==> src/sv/lcd_pkg.sv <==
`default_nettype none

package lcd_pkg;

  localparam int unsigned PERIOD_BITS = 16;
  localparam int unsigned OUT_PERIOD_BITS = 16;
  localparam int unsigned PERIOD_WIDE = (PERIOD_BITS > OUT_PERIOD_BITS) ? PERIOD_BITS
                                                                       : OUT_PERIOD_BITS;
  localparam int unsigned KW_COUNT = 7;
  localparam int unsigned NUMBER_START = 7;

  localparam logic [7:0] NEWLINE = 8'd10;
  localparam logic [7:0] DIGIT_0 = 8'h30;
  localparam logic [7:0] DIGIT_9 = 8'h39;
  localparam logic [3:0] POS_MAX = 4'd15;

  typedef enum logic [2:0] {
    CMD_NONE    = 3'd0,
    CMD_OFF     = 3'd1,
    CMD_STOP    = 3'd2,
    CMD_START   = 3'd3,
    CMD_SCALE_F = 3'd4,
    CMD_SCALE_C = 3'd5,
    CMD_LOG     = 3'd6,
    CMD_PERIOD  = 3'd7
  } cmd_e;

  typedef enum logic [2:0] {
    KW_OFF     = 3'd0,
    KW_STOP    = 3'd1,
    KW_START   = 3'd2,
    KW_SCALE_F = 3'd3,
    KW_SCALE_C = 3'd4,
    KW_LOG     = 3'd5,
    KW_PERIOD  = 3'd6
  } kw_e;

  typedef struct packed {
    cmd_e                   cmd;
    logic [PERIOD_BITS-1:0] number;
  } line_result_t;

  // keyword text, last character in the low byte
  function automatic logic [63:0] kw_text(input kw_e k);
    logic [63:0] t;
    case (k)
      KW_OFF:     t = 64'("OFF");
      KW_STOP:    t = 64'("STOP");
      KW_START:   t = 64'("START");
      KW_SCALE_F: t = 64'("SCALE=F");
      KW_SCALE_C: t = 64'("SCALE=C");
      KW_LOG:     t = 64'("LOG");
      KW_PERIOD:  t = 64'("PERIOD=");
      default:    t = '0;
    endcase
    return t;
  endfunction

  function automatic logic [3:0] kw_len(input kw_e k);
    logic [3:0] l;
    case (k)
      KW_OFF:     l = 4'd3;
      KW_STOP:    l = 4'd4;
      KW_START:   l = 4'd5;
      KW_SCALE_F: l = 4'd7;
      KW_SCALE_C: l = 4'd7;
      KW_LOG:     l = 4'd3;
      KW_PERIOD:  l = 4'd7;
      default:    l = 4'd0;
    endcase
    return l;
  endfunction

  function automatic logic kw_exact(input kw_e k);
    return (k != KW_LOG) && (k != KW_PERIOD);
  endfunction

  // character at position p (p below the keyword length)
  function automatic logic [7:0] kw_char(input kw_e k, input logic [3:0] p);
    logic [63:0] t;
    logic [3:0]  sh;
    t  = kw_text(k);
    sh = kw_len(k) - 4'd1 - p;
    return t[{sh[2:0], 3'b000} +: 8];
  endfunction

endpackage

`default_nettype wire

==> src/sv/lcd_line.sv <==
`default_nettype none

module lcd_line
  import lcd_pkg::*;
(
  input  wire logic         clk_i,
  input  wire logic         rst_ni,
  input  wire logic         step_i,
  input  wire logic [7:0]   byte_i,
  output line_result_t      result_o
);

  localparam int unsigned AW = PERIOD_BITS + 4;

  logic [3:0]             pos_q, pos_d;
  logic [KW_COUNT-1:0]    cand_q, cand_d;
  logic [PERIOD_BITS-1:0] acc_q, acc_d;
  logic                   open_q, open_d;

  logic [KW_COUNT-1:0]    hit;
  logic [AW-1:0]          acc_ext, acc_x10;
  logic                   is_digit;
  cmd_e                   cmd;

  assign is_digit = (byte_i >= DIGIT_0) && (byte_i <= DIGIT_9);
  assign acc_ext  = AW'(acc_q);
  assign acc_x10  = (acc_ext << 3) + (acc_ext << 1) + AW'(byte_i - DIGIT_0);

  always_comb begin
    for (int k = 0; k < KW_COUNT; k++) begin
      if (!cand_q[k]) begin
        hit[k] = 1'b0;
      end else if (kw_exact(kw_e'(k))) begin
        hit[k] = (pos_q == kw_len(kw_e'(k)));
      end else if (kw_e'(k) == KW_PERIOD) begin
        hit[k] = (pos_q >= 4'd8);
      end else begin
        hit[k] = (pos_q >= kw_len(kw_e'(k)));
      end
    end
    cmd = CMD_NONE;
    for (int k = KW_COUNT - 1; k >= 0; k--) begin
      if (hit[k]) cmd = cmd_e'(k + 1);
    end
  end

  assign result_o.cmd    = cmd;
  assign result_o.number = acc_q;

  always_comb begin
    pos_d  = pos_q;
    cand_d = cand_q;
    acc_d  = acc_q;
    open_d = open_q;
    if (step_i) begin
      if (byte_i == NEWLINE) begin
        pos_d  = '0;
        cand_d = '1;
        acc_d  = '0;
        open_d = 1'b1;
      end else begin
        for (int k = 0; k < KW_COUNT; k++) begin
          if (pos_q < kw_len(kw_e'(k))) begin
            if (byte_i != kw_char(kw_e'(k), pos_q)) cand_d[k] = 1'b0;
          end else if (kw_exact(kw_e'(k))) begin
            cand_d[k] = 1'b0;
          end
        end
        if ((pos_q >= 4'(NUMBER_START)) && open_q) begin
          if (is_digit) begin
            acc_d = (acc_x10 > AW'({PERIOD_BITS{1'b1}})) ? '1 : acc_x10[PERIOD_BITS-1:0];
          end else begin
            open_d = 1'b0;
          end
        end
        if (pos_q < POS_MAX) pos_d = pos_q + 4'd1;
      end
    end
  end

  always_ff @(posedge clk_i or negedge rst_ni) begin
    if (!rst_ni) begin
      pos_q  <= '0;
      cand_q <= '1;
      acc_q  <= '0;
      open_q <= 1'b1;
    end else begin
      pos_q  <= pos_d;
      cand_q <= cand_d;
      acc_q  <= acc_d;
      open_q <= open_d;
    end
  end

endmodule

`default_nettype wire

==> src/sv/line_command_decoder.sv <==
// A newline byte is registered at the input, its result in the result register.
// Throughput: one byte per cycle; one input register and one result register
// decouple the sides, so a byte is taken while a result waits, until a second
// newline reaches the input register.
// Reset: asynchronous, active low; clears the line state, period = 1,
// Fahrenheit and reporting on, shutdown off, no result pending.
`default_nettype none

module line_command_decoder
  import lcd_pkg::*;
(
  input  wire logic        clk_i,
  input  wire logic        rst_ni,
  input  wire logic        s_tvalid_i,
  output      logic        s_tready_o,
  input  wire logic [7:0]  s_tdata_i,   // [7:0] rx_byte
  output      logic        m_tvalid_o,
  input  wire logic        m_tready_i,
  output      logic [23:0] m_tdata_o    // [2:0] command, [18:3] period_seconds,
                                        // [19] fahrenheit, [20] reporting,
                                        // [21] shutdown, [23:22] zero
);

  logic                   in_vld_q;
  logic [7:0]             in_byte_q;
  logic                   step, is_nl, load;
  line_result_t           line_res;

  logic [PERIOD_BITS-1:0] period_q, period_d;
  logic                   fahr_q, fahr_d;
  logic                   rep_q, rep_d;
  logic                   shut_q, shut_d;
  logic                   out_vld_q;
  logic [23:0]            out_data_q;
  logic [PERIOD_WIDE-1:0] period_wide;
  logic [15:0]            period_out;

  assign is_nl      = (in_byte_q == NEWLINE);
  assign step       = in_vld_q && (!is_nl || !out_vld_q || m_tready_i);
  assign load       = step && is_nl;
  assign s_tready_o = !in_vld_q || step;

  lcd_line u_line (
    .clk_i    (clk_i),
    .rst_ni   (rst_ni),
    .step_i   (step),
    .byte_i   (in_byte_q),
    .result_o (line_res)
  );

  always_comb begin
    period_d = period_q;
    fahr_d   = fahr_q;
    rep_d    = rep_q;
    shut_d   = shut_q;
    case (line_res.cmd)
      CMD_OFF:     shut_d   = 1'b1;
      CMD_STOP:    rep_d    = 1'b0;
      CMD_START:   rep_d    = 1'b1;
      CMD_SCALE_F: fahr_d   = 1'b1;
      CMD_SCALE_C: fahr_d   = 1'b0;
      CMD_PERIOD:  period_d = line_res.number;
      default: ;
    endcase
    period_wide = PERIOD_WIDE'(period_d);
    period_out  = (period_wide > PERIOD_WIDE'({OUT_PERIOD_BITS{1'b1}})) ? '1
                                                                         : period_wide[15:0];
  end

  always_ff @(posedge clk_i or negedge rst_ni) begin
    if (!rst_ni) begin
      in_vld_q  <= 1'b0;
      out_vld_q <= 1'b0;
      period_q  <= PERIOD_BITS'(1);
      fahr_q    <= 1'b1;
      rep_q     <= 1'b1;
      shut_q    <= 1'b0;
    end else begin
      if (s_tready_o) in_vld_q <= s_tvalid_i;
      if (load) begin
        out_vld_q <= 1'b1;
        period_q  <= period_d;
        fahr_q    <= fahr_d;
        rep_q     <= rep_d;
        shut_q    <= shut_d;
      end else if (m_tready_i) begin
        out_vld_q <= 1'b0;
      end
    end
  end

  always_ff @(posedge clk_i) begin
    if (s_tready_o && s_tvalid_i) in_byte_q <= s_tdata_i;
    if (load) out_data_q <= {2'b00, shut_d, rep_d, fahr_d, period_out, line_res.cmd};
  end

  assign m_tvalid_o = out_vld_q;
  assign m_tdata_o  = out_data_q;

endmodule

`default_nettype wire

==> config.mk <==
export PLATFORM = sky130hd
export DESIGN_NAME = line_command_decoder
export DESIGN_NICKNAME = d
export VERILOG_FILES = /design/src/sv/lcd_pkg.sv /design/src/sv/lcd_line.sv /design/src/sv/line_command_decoder.sv
export SDC_FILE = /design/constraint.sdc
export NUM_CORES = 1
export LEC_CHECK = 0
export BUFFER_PORTS_ARGS = -buffer_cell sky130_fd_sc_hd__buf_2
export CORE_MARGIN = 5
export CORE_UTILIZATION = 55
export CTS_CLUSTER_DIAMETER = 60
export DETAILED_ROUTE_END_ITERATION = 12
export MAX_ROUTING_LAYER = met4
export PLACE_DENSITY = 0.81
export SETUP_SLACK_MARGIN = 0.02
export SYNTH_ARGS = -nofsm -noshare
export SYNTH_HDL_FRONTEND = slang
export SYNTH_SLANG_ARGS = --single-unit
==> constraint.sdc <==
create_clock -name clk_i -period 5.6 [get_ports clk_i]
set_clock_uncertainty 0.1 [all_clocks]
set_input_delay 0.56 -clock clk_i [delete_from_list [all_inputs] [get_ports clk_i]]
set_output_delay 0.56 -clock clk_i [all_outputs]
set_load 0.1 [all_outputs]
## Word-level counts from Yosys, hierarchy flattened

Index checks and enable logic that the tools add are counted.

| operators by class | value |
|---|---|
| add/sub/neg operators | 12 |
| order comparisons | 12 |
| eq/ne operators | 25 |
| shift-type cells | 7 |
| multiplexer cells | 91 |
| reduce and logical (&&, ||, !) cells | 29 |

Operators with widths:

| operator | number |
|---|---|
| two-way mux 64 bit | 21 |
| indexed part select 64 x 7 -> 8 bit | 7 |
| two-way mux 16 bit | 5 |
| two-way mux 4 bit | 16 |
| two-way mux 3 bit | 19 |
| != test 8 bit | 7 |
| two-way mux 1 bit | 27 |
| adder 19 x 17 -> 20 bit | 1 |
| adder 20 bit | 1 |
| equality test 4 bit | 5 |
| > comparator 20 x 16 -> 1 bit, second input constant | 1 |
| > comparator 16 bit, second input constant | 1 |
| < comparator 4 bit | 4 |
| nonzero test 2 bit | 8 |
| != test 3 bit, second input constant | 4 |
| AND reduction 2 bit | 6 |
| AND reduction 3 bit | 4 |
| subtractor 3 x 1 -> 3 bit, second input constant | 4 |
| subtractor 3 bit | 4 |
| equality test 3 bit, second input constant | 3 |
| subtractor 8 x 6 -> 9 bit, second input constant | 1 |
| equality test 8 x 4 -> 1 bit, second input constant | 1 |
| >= comparator 8 x 6 -> 1 bit, second input constant | 1 |
| less-or-equal comparator 8 x 6 -> 1 bit, second input constant | 1 |
| 14 further kinds | 24 |

| storage, ports and cells | value |
|---|---|
| register bits | 79 |
| input port bits | 12 |
| output and inout port bits | 26 |
| logic and storage cells | 195 |

## Depth between registers and ports, before layout

Gate-level depths: netlist (run 1).

| logic depth | value |
|---|---|
| word-level depth | 17 |
| depth in mapped cells | 15 |
| depth with buffers taken out | 13 |

## Cells and area by module

From an unflattened synthesis (run 1), not the netlist that was laid out.

| second synthesis, totals | value |
|---|---|
| cell total of the unflattened synthesis | 527 |
| area, all modules | 5,481.5 sq um |

Modules (own cells, without submodules):

| module | instances | cells an instance | area each (sq um) | sequential area each (sq um) |
|---|---|---|---|---|
| lcd_line | 1 | 413 | 3,400.8 | 710.7 |
| line_command_decoder | 1 | 114 | 2,080.7 | 1,430.1 |

## Worst setup path after synthesis (run 1)

Ideal clock, no wire load.

| timing | value |
|---|---|
| path type | flip-flop to flip-flop |
| start | register in_byte_q[5] |
| end | register u_line.acc_q[10] |
| setup time | 0.144 ns |
| arrival | 4.272 ns |
| data required time | 5.356 ns |
| path slack | 1.084 ns |
| cell stages (with the launch flop) | 13 |
| buffers on the path | 1 |
| period minus slack after synthesis | 4.516 ns |
| cell sequence | edfxtp_1 -> ha_1 -> nor3_1 -> fa_1 -> ha_1 -> a21o_1 -> a31o_1 -> a221o_1 -> a21oi_2 -> mux2_4 -> nor2_2 -> buf_6 -> a41oi_1 |

| between the ends | value |
|---|---|
| longest elaborated chain between the ends | 7 |
| elaborated cells between the ends (all ways) | 18 |
| classes of those cells | add/sub (2); order compare (3); eq/ne (1); mux (4); reduce/logical (8) |

Ends and longest elaborated chain:

| item | RTL line | RTL |
|---|---|---|
| start: declaration | line_command_decoder.sv:25 | `logic [7:0] in_byte_q;` |
| start signal: assignment | line_command_decoder.sv:93 | `if (s_tready_o && s_tvalid_i) in_byte_q <= s_tdata_i;` |
| subtractor 8 x 6 -> 9 bit | lcd_line.sv:27 | `assign acc_x10 = (acc_ext << 3) + (acc_ext << 1) + AW'(byte_i - DIGIT_0);` |
| adder 20 bit | lcd_line.sv:27 |  |
| > comparator 20 x 16 -> 1 bit | lcd_line.sv:71 | `acc_d = (acc_x10 > AW'({PERIOD_BITS{1'b1}})) ? '1 : acc_x10[PERIOD_BITS-1:0];` |
| two-way mux 16 bit | lcd_line.sv:71 |  |
| two-way mux 16 bit | lcd_line.sv:70 | `if (is_digit) begin` |
| two-way mux 16 bit | lcd_line.sv:69 | `if ((pos_q >= 4'(NUMBER_START)) && open_q) begin` |
| two-way mux 16 bit | lcd_line.sv:56 | `if (byte_i == NEWLINE) begin` |
| end signal: assignment | lcd_line.sv:85 | `acc_q <= '0;` |
| end signal: assignment | lcd_line.sv:90 | `acc_q <= acc_d;` |
| end: declaration | lcd_line.sv:17 | `logic [PERIOD_BITS-1:0] acc_q, acc_d;` |

Several ways; a longest one is shown, not always the timed one. The select of a mux whose other input is x is not followed.
A chain may end at the register's enable or synchronous reset.

## Worst setup path after layout (run 1)

| timing | value |
|---|---|
| start | register in_byte_q[4] |
| end | register u_line.acc_q[3] |

The elaborated chain is that of the path after synthesis.

==> results of run 1 <==
power by group:
part	internal (mW)	switching, mW
clock network	0.207	0.213
logic	1.04	1.57
registers	0.669	0.164
state kept, by name, indices dropped and copies added, names as in the netlist, 4 cells and up:
name,count
in_byte_q,8
m_tdata_o,22
period_q,16
u_line.acc_q,16
u_line.cand_q,7
u_line.pos_q,4
logic make-up (layout without fill, tap and decap cells):
kind of cell	count (synthesis)	count (layout)	share of synthesized area (%)
compound gates	148	148	19.1
xor+xnor	34	34	5.40
fa+ha+maj	46	46	12.5
buf+inv	65	88	5.40
flops	79	79	38.9
mux	32	32	6.54
other cells	1	2	0.0681
simple gates	129	129	12.1
Yosys cell counts, drive strengths merged, types with 3 or more instances:
master	instances	share of area (%)
nor4	3	0.34
nand2b	8	0.91
a31oi	5	0.57
fa	15	5.4
o21a	8	1.1
buf	18	2.2
inv	35	2.4
o21ai	32	3.2
a31o	3	0.48
nor2	23	1.6
mux2i	3	0.54
dfstp	11	5.2
mux2	29	6.0
xnor2	21	3.3
a32oi	15	2.4
o211ai	4	0.54
a22oi	3	0.66
xor2	13	2.1
or3	4	0.54
a21oi	36	3.5
a211oi	3	0.41
nand3	9	0.91
o21bai	3	0.41
nand4	4	0.57
clkbuf	12	0.82
a41oi	4	0.64
ha	31	7.0
nand2	56	4.0
a21o	8	1.1
edfxtp	30	16
dfrtp	38	17
nor3	6	0.64
a21boi	4	0.54
area by class of cell:
cell class	instances	area (um2)	area share, %
tap	133	166	2.82
inverter	35	131	2.23
multi-input combinational	391	3080	52.2
timing repair buffer	37	190	3.22
sequential	79	2140	36.3
clock buffer	11	131	2.23
clock inverter	5	58.8	0.997
worst max-delay path, stage by stage, from the launching register on:
cell and delay, ns:
sky130_fd_sc_hd__edfxtp_1 0.56, sky130_fd_sc_hd__ha_1 0.33, sky130_fd_sc_hd__nor3_2 0.14, sky130_fd_sc_hd__buf_4 0.23
sky130_fd_sc_hd__fa_1 0.44, sky130_fd_sc_hd__ha_1 0.39, sky130_fd_sc_hd__a21o_1 0.24, sky130_fd_sc_hd__a31o_1 0.20
sky130_fd_sc_hd__a221o_1 0.32, sky130_fd_sc_hd__a21oi_2 0.21, sky130_fd_sc_hd__mux2_4 0.35, sky130_fd_sc_hd__nor2_2 0.51
sky130_fd_sc_hd__a41oi_1 0.24
final timing paths:
path	slack, ns	startpoint	end	cells past startpoint
max	1.18	in_byte_q[4]$_DFFE_PP_	u_line.acc_q[3]$_DFFE_PN0P_	12
min reg2reg	0.37	u_line.cand_q[1]$_DFFE_PN1P_	u_line.cand_q[1]$_DFFE_PN1P_	2
min in group clk_i	0.27	s_tdata_i[7]	in_byte_q[7]$_DFFE_PP_	1
max in group asynchronous	4.78	rst_ni	u_line.acc_q[11]$_DFFE_PN0P_	2
min	0.18	rst_ni	u_line.pos_q[0]$_DFFE_PN0P_	2
max reg2reg	1.18	in_byte_q[4]$_DFFE_PP_	u_line.acc_q[3]$_DFFE_PN0P_	12
through the flow:
step | hold WS [ns] | power (mW) | worst slack [ns]
after floorplan | 0.164 | 2.87 | 1.08
after global placement | 0.351 | 3.23 | 1.44
after detailed placement | 0.354 | 3.36 | 1.28
after CTS | 0.204 | 3.80 | 1.26
after global routing | 0.238 | 4.15 | 1.01
final | 0.177 | 3.86 | 1.18
cells in the final DEF, fill, tap and decap left out, types with 3 or more instances in the layout:
master / instances
sky130_fd_sc_hd__clkbuf_8: 9
sky130_fd_sc_hd__ha_1: 31
sky130_fd_sc_hd__a21oi_2: 3
sky130_fd_sc_hd__xor2_1: 13
sky130_fd_sc_hd__o211ai_1: 4
sky130_fd_sc_hd__or3_1: 3
sky130_fd_sc_hd__o21ai_0: 28
sky130_fd_sc_hd__a32oi_1: 15
sky130_fd_sc_hd__mux2i_1: 3
sky130_fd_sc_hd__nor4_1: 3
sky130_fd_sc_hd__nor3_1: 4
sky130_fd_sc_hd__a21boi_1: 3
sky130_fd_sc_hd__dfstp_2: 11
sky130_fd_sc_hd__nand4_1: 3
sky130_fd_sc_hd__mux2_2: 17
sky130_fd_sc_hd__edfxtp_1: 30
sky130_fd_sc_hd__a21oi_1: 33
sky130_fd_sc_hd__nand2_1: 55
sky130_fd_sc_hd__dfrtp_1: 38
sky130_fd_sc_hd__nand3_1: 8
sky130_fd_sc_hd__inv_1: 34
sky130_fd_sc_hd__a21o_1: 8
sky130_fd_sc_hd__a211oi_1: 3
sky130_fd_sc_hd__buf_2: 35
sky130_fd_sc_hd__a41oi_1: 4
sky130_fd_sc_hd__xnor2_1: 21
sky130_fd_sc_hd__o21a_1: 8
sky130_fd_sc_hd__nor2_1: 22
sky130_fd_sc_hd__o21bai_1: 3
sky130_fd_sc_hd__a31oi_1: 5
sky130_fd_sc_hd__fa_1: 15
sky130_fd_sc_hd__nand2b_1: 8
sky130_fd_sc_hd__mux2_1: 11
layer usage:
metal / GRT usage (%) / routed length, um / up-vias
met5: - / 0 / -
met4: 6.33 / 189 / 0
met3: 3.67 / 758 / 21
met2: 33.7 / 5700 / 169
met1: 30.7 / 5560 / 2098
li1: - / - / 1967
==> results.txt, run 1 <==
- Number of buffers inserted by post-CTS setup repair: 0
* Number of nets with antenna violations after detailed routing: 0
* Vertical extent of the die: 110 um
* Final GP Congestion: between 0.9 and 1
- After floorplanning, the core was divided into 36 placement rows.
- Hold Path Class: in2async
- Synth Instances: 534
* Status: finished clean
* Vias: roughly 4300
- Number of buffers added on ports: 35
- After clock tree synthesis, the flow added hold-fix buffers numbering 0.
* Crit path capture type: flop
- Maximum number of pins on one net before global-route repair: 50
* Syn Std Cell Area: about 5500 um2
- DRC violations left: 0
- Part of the cycle the worst path needs: 79.0%
- Worst slew margin relative to its limit: 37.2%
- Iteration count of the initial detailed-routing pass: 7
* Worst setup path class: reg2reg
- Clock tree synthesis selected as its root buffer the cell sky130_fd_sc_hd__clkbuf_8.
* Fillers: slightly below 800
* HPWL after detailed placement: a little under 9000 um
* Launching element type of the critical path: flop
- Largest fanout on the critical path: 15
* Count of non-filler cells in the finished layout: between 600 and 700
- At the later pin of the worst-skew pair, clock insertion delay measures around 0.36 ns.
- For this run the aggregate overflow at the end of global routing stands at 0.
- Maximum clock rate: between 0.2 and 0.25 GHz
- In this run, synthesis produced a sequential element count of slightly below 80.
* Die ar.: around 12000 um2
- Utilization after layout: around three fifths
- CTS tree: yes
- Number of warnings reported in the yosys synthesis log: 0
- Number of cells upsized or downsized after cts: 0
* Number of enable-type register cells in the synthesized netlist: 30
- In this run, placement finished with an instance count of 675.
- Effective utilization at floorplan: between 50% and 60%
- 38 I/O pins were placed.
- Seq/Total Area, Yosys: 38.9%
- After synthesis, the share of flip-flops with an asynchronous set or reset is 62.0%.
* Power Dens Cells: 654 nW/um2
* Detail-routed via count per cell: between 6 and 7
- Post-Syn Area per Cell: roughly 10 um2
- Max-cap violations in this run came to 0.
- The finished cells cover 5900 um2.
- Clock Tree Buf Depth: 2
- Setup violations remaining at the end of the flow were counted as 0.
- Worst-case vdd ir drop: around 0.4 mV
* Via count of the first global-routing pass: roughly 4200
- Data on the critical path arrives at its endpoint at between 4 and 5 ns.
* Core region area: about 9800 um2
- After clock tree synthesis, the clock-pin slew on the worst setup and hold paths is 0.09 ns.
- Post-route minimum period: 4.42 ns
- Global-route usage over all layers: between 20% and 30%
- The count of endpoints failing hold in the final timing report was 0.
* Leakage power: roughly 2.6 nW
* Synth-to-layout area growth: 7.06%
- Post-placement cell area: roughly 5700 um2
- Most used flip-flop cell after synthesis: sky130_fd_sc_hd__dfrtp_1
- For this design, the sink count on the clock tree is roughly 80.
* Setup tns final: 0 ns
* Proportion of layout cells with a drive suffix above 1: approximately 18%
* Initial antenna violation count: 0
- The first global-routing pass estimated between 20000 and 25000 um of wire.
* Number of inserted diodes: 0
* Final wirelength: 12200 um
- CTS Buf Count: 9
- Synth cell types: 81
* Number of pins with negative max-slew slack in the final report: 0
- Required time of the critical path: around 5.7 ns
- In this run the horizontal extent of the chip is roughly 110 um.
- In this run the number of H-tree levels came out at 3.
- Number of nets in the layout: approximately 610
- Dividing the detail-routed wire length by the instance count gives 17.7 um.
- Setup repair after global routing left no endpoint under its margin.
* Slew at the pin closest to its max-slew limit: 0.939 ns
* DR iter-0 viols: 478
No activity file was read; power rests on OpenSTA's default activity.
==> inputs of run 2 (changes only) <==
--- a/config.mk
+++ b/config.mk
@@ -5,13 +5,14 @@
 export SDC_FILE = /design/constraint.sdc
 export NUM_CORES = 1
 export LEC_CHECK = 0
+export ABC_AREA = 1
 export BUFFER_PORTS_ARGS = -buffer_cell sky130_fd_sc_hd__buf_2
 export CORE_MARGIN = 5
 export CORE_UTILIZATION = 55
 export CTS_CLUSTER_DIAMETER = 60
 export DETAILED_ROUTE_END_ITERATION = 12
 export MAX_ROUTING_LAYER = met4
-export PLACE_DENSITY = 0.81
+export PLACE_DENSITY = 0.83
 export SETUP_SLACK_MARGIN = 0.02
 export SYNTH_ARGS = -nofsm -noshare
 export SYNTH_HDL_FRONTEND = slang
==> constraint.sdc (replaced) <==
create_clock -name clk_i -period 3.85 [get_ports clk_i]
set_clock_uncertainty 0.1 [all_clocks]
set_input_delay 0.385 -clock clk_i [delete_from_list [all_inputs] [get_ports clk_i]]
set_output_delay 0.385 -clock clk_i [all_outputs]
set_load 0.1 [all_outputs]
==> results.txt, run 2 <==
* Vias: 4818 (+13%)
- The clock sink count was 79 (unchanged).
- Among all flip-flop cells after synthesis, the most frequent one is sky130_fd_sc_hd__dfrtp_1.
* Root buffer cell: sky130_fd_sc_hd__clkbuf_8
* Post-Syn Area per Cell: 7.77 um2 (-25%)
- Number of failing setup endpoints in the final timing report: 0 (unchanged)
- RSZ-0062 raised after global routing: false
* Reg2Reg Setup Slack: 0.35 ns (-0.83 ns)
- The wire length of the first global-routing pass came to 21900 um (+7.0%).
- Share of async-settable or async-resettable flops after synthesis: 62.0% (unchanged)
* Number of inserted diodes: 0 (unchanged)
* Effective utilization at floorplan: 56.7% (+0.35 points)
- Count leader, synth: sky130_fd_sc_hd__nand2_1
* Global-route usage over all layers: 22.0% (-0.076 points)
- DR iter-0 viols: 471 (-1.5%)
- The number of standard cells after synthesis is 720 (+35%).
- The fraction of layout cells with a size suffix above 1 is 11.8% (-5.9 points).
- Power Dens Cells: 510 nW/um2 (-22%)
* WHS Path Cells: 1
* Post-route minimum period: 3.50 ns (-0.921 ns)
* Number of nets in the layout: 814 (+33%)
- The number of warnings reported in the yosys synthesis log came to 0 (unchanged).
- The number of synthesized register bits is 79 (unchanged).
- Horizontal die dimension: 111 um (+0.70%)
* Crit path capture type: flop
- The worst slew margin relative to its limit came to 39.5% (+2.3 points).
- Maximum number of pins on one net before global-route repair: 56 (+12%)
- In the layout the commonest cells are 205 x sky130_fd_sc_hd__nand2_1, 101 x sky130_fd_sc_hd__inv_1, 59 x sky130_fd_sc_hd__nand3_1.
- The worst voltage drop across the vdd grid was 0.215 mV (-47%).
- Endpoint arrival time on the critical path: 3.65 ns (-0.86 ns)
* Setup tns final: 0 ns (unchanged)
- Number of enable-type register cells in the synthesized netlist: 30 (unchanged)
- The global placer's final weighted congestion is 0.980 (+1.2%).
* Row cnt: 36 (unchanged)
* Required time of the critical path: 4.00 ns (-1.69 ns)
- The period utilization came to 91.0% (+12 points).
- Most common library cell in the layout ignoring fill and taps: sky130_fd_sc_hd__nand2_1
* Number of nets with antenna violations after detailed routing: 0 (unchanged)
- Number of top-level pins: 38 (unchanged)
* Total power consumption of the routed design: 3.09 mW (-20%)
- Seq/Total Area, Yosys: 38.3% (-0.59 points)
- Mean routed wirelength per cell: 14.2 um (-20%)
- The area enclosed by the die boundary is 12300 um2 (+1.4%).
* Number of buffers inserted by post-CTS setup repair: 0 (unchanged)
- The utilization after layout was 61.4% (+1.0 points).
- Synth-to-layout area growth: 8.18%
- Synth top cells by count: 205 x sky130_fd_sc_hd__nand2_1, 101 x sky130_fd_sc_hd__inv_1, 59 x sky130_fd_sc_hd__nand3_1, 43 x sky130_fd_sc_hd__nor2_1, 43 x sky130_fd_sc_hd__o21ai_0
- The leakage power was 3.02 nW (+17%).
- Top post-synthesis cells by area: sky130_fd_sc_hd__dfrtp_1 17%, sky130_fd_sc_hd__edfxtp_1 16%, sky130_fd_sc_hd__nand2_1 14%
- Clock-pin slew reported for the worst setup and hold paths after clock tree synthesis: 0.09 ns (about the same)
- Clock Tree Buf Depth: 2 (unchanged)
- The number of iterations in the first detailed-routing pass was 5 (-2).
* DRC violations left: 0 (unchanged)
* CTS tree: yes
- The minimum hold slack came to 0.0903 ns (-0.0867 ns).
* Largest fanout on the critical path: 16 (+1)
* Worst Setup Slack, final: 0.347 ns (-0.829 ns)
- Cell depth of the worst flop-to-flop path: 19 (+7)
* Vertical extent of the die: 111 um (+0.70%)
* Number of buffers added on ports: 35 (unchanged)
* Biggest area consumer among synthesized cells: sky130_fd_sc_hd__dfrtp_1
- The number of levels in the clock H-tree came to 3 (unchanged).
* Core region area: 9860 um2 (+0.92%)
- The count of unique library cells instantiated by Yosys was 43 (-47%).
* Number of flip-flops in the largest register: 22 (unchanged)
- Clk_lat worst skew: 0.36 ns (about the same)
- The remaining global-route overflow was 0 (unchanged).
- Launching element type of the critical path: flop
* Worst setup path class: reg2reg
- The filler cell count came to 827 (+4.3%).
- Area share of the largest cell type after synthesis: 17.0% (-0.26 points)
- The fmax is 0.285 GHz (+26%).
* HPWL after detailed placement: 9730 um (+9.8%)
* Final wirelength: 12700 um (+3.7%)
* Max-cap check violation count: 0 (unchanged)
* Post-placement worst setup slack: 0.311 ns (-0.966 ns)
- Slew at the pin closest to its max-slew limit: 0.907 ns (-0.0324 ns)
- Count of endpoints failing hold in the final timing report: 0 (unchanged)
- Hold Path Class: in2reg
- Via count of the first global-routing pass: 4492 (+7.6%)
* Detail-routed via count per cell: 5.39 (-12%)
- The TritonCTS buffer count came to 9 (unchanged).
- Syn Std Cell Area: 5600 um2 (+1.5%)
- The run finished with clean final reports.
- The initial antenna violation count was 0 (unchanged).
- The max-slew violation count is 0 (unchanged).
## run 2: changes by cell type in the layout (fill, tap and decap cells not counted), sizes merged, moves of 5 or more
cell | previous run | this run
buf | 37 | 45
o21ai | 32 | 62
nand2 | 56 | 210
nor2 | 23 | 45
nand2b | 8 | 0
a21o | 8 | 0
o21a | 8 | 0
xor2 | 13 | 18
xnor2 | 21 | 5
mux2 | 29 | 0
a32oi | 15 | 1
inv | 36 | 108
nand3 | 9 | 60
a21oi | 36 | 25
## run 2: final cells by class
class	instances	area [um2]	share of cell area (%)
Clock buffer	9	124	2.05
Clock inverter	7	55.1	0.909
Inverter	107	407	6.72
Multi-Input combinational cell	513	2900	47.9
Sequential cell	79	2140	35.4
Tap cell	133	166	2.75
Timing Repair Buffer	46	260	4.30
## run 2: stage by stage
stage	cell area [um2]	cells
2_1_floorplan	5600	721
3_3_place_gp	5860	877
3_5_place_dp	5860	877
4_1_cts	6050	894
5_1_grt	6050	894
6_report	6050	894
## run 2: worst max-delay path, stage by stage, from the launching register on
cell and delay [ns]:
sky130_fd_sc_hd__edfxtp_1 0.50, sky130_fd_sc_hd__inv_1 0.27, sky130_fd_sc_hd__o21ai_1 0.16, sky130_fd_sc_hd__xor2_1 0.18
sky130_fd_sc_hd__fa_1 0.51, sky130_fd_sc_hd__inv_1 0.05, sky130_fd_sc_hd__ha_1 0.34, sky130_fd_sc_hd__nand2_1 0.10
sky130_fd_sc_hd__inv_1 0.06, sky130_fd_sc_hd__a21oi_1 0.13, sky130_fd_sc_hd__nand2_1 0.12, sky130_fd_sc_hd__nand2_1 0.10
sky130_fd_sc_hd__nand2_1 0.05, sky130_fd_sc_hd__nand2_1 0.06, sky130_fd_sc_hd__nand3_1 0.11, sky130_fd_sc_hd__nor2_1 0.11
sky130_fd_sc_hd__buf_4 0.21, sky130_fd_sc_hd__nand3_1 0.09, sky130_fd_sc_hd__nand2_1 0.07, sky130_fd_sc_hd__nand2_1 0.05
## run 2: what timing repair did
action                                  in CTS  in global routing
hold buffers                                 1                  0
endpoints found under the setup margin       0                  8
endpoints found under the hold margin       16                  0
resized for setup                            0                  1
## run 2: power breakdown
part	internal, mW	switching, mW	total, mW
logic	0.513	0.922	1.43
registers	0.967	0.110	1.08
clock network	0.241	0.338	0.578
total	1.72	1.37	3.09
## run 2: logic make-up (layout without fill, tap and decap cells)
group	after synthesis	count (layout)	synth area share, %
compound gates	102	102	9.79
fa+ha+maj	46	46	12.3
other cells	1	2	0.0670
buf+inv	129	169	10.0
flops	79	79	38.3
xor+xnor	23	23	3.60
simple gates	340	340	26.0
## run 2: path summary, 6_finish.rpt
path,endpoint,from
max,u_line.acc_q[12]$_DFFE_PN0P_,in_byte_q[4]$_DFFE_PP_
min,in_byte_q[0]$_DFFE_PP_,s_tdata_i[0]
max reg2reg,u_line.acc_q[12]$_DFFE_PN0P_,in_byte_q[4]$_DFFE_PP_
min reg2reg,u_line.cand_q[2]$_DFFE_PN1P_,u_line.cand_q[2]$_DFFE_PN1P_
max in group asynchronous,period_q[0]$_DFFE_PN1P_,rst_ni
min in group asynchronous,u_line.pos_q[1]$_DFFE_PN0P_,rst_ni
## run 2: metal layers
layer	track usage (%)	part of all wire (%)
met1	33.3	48
met2	30.9	43
met3	4.04	8.0
met4	4.84	1.2
met5	-	0
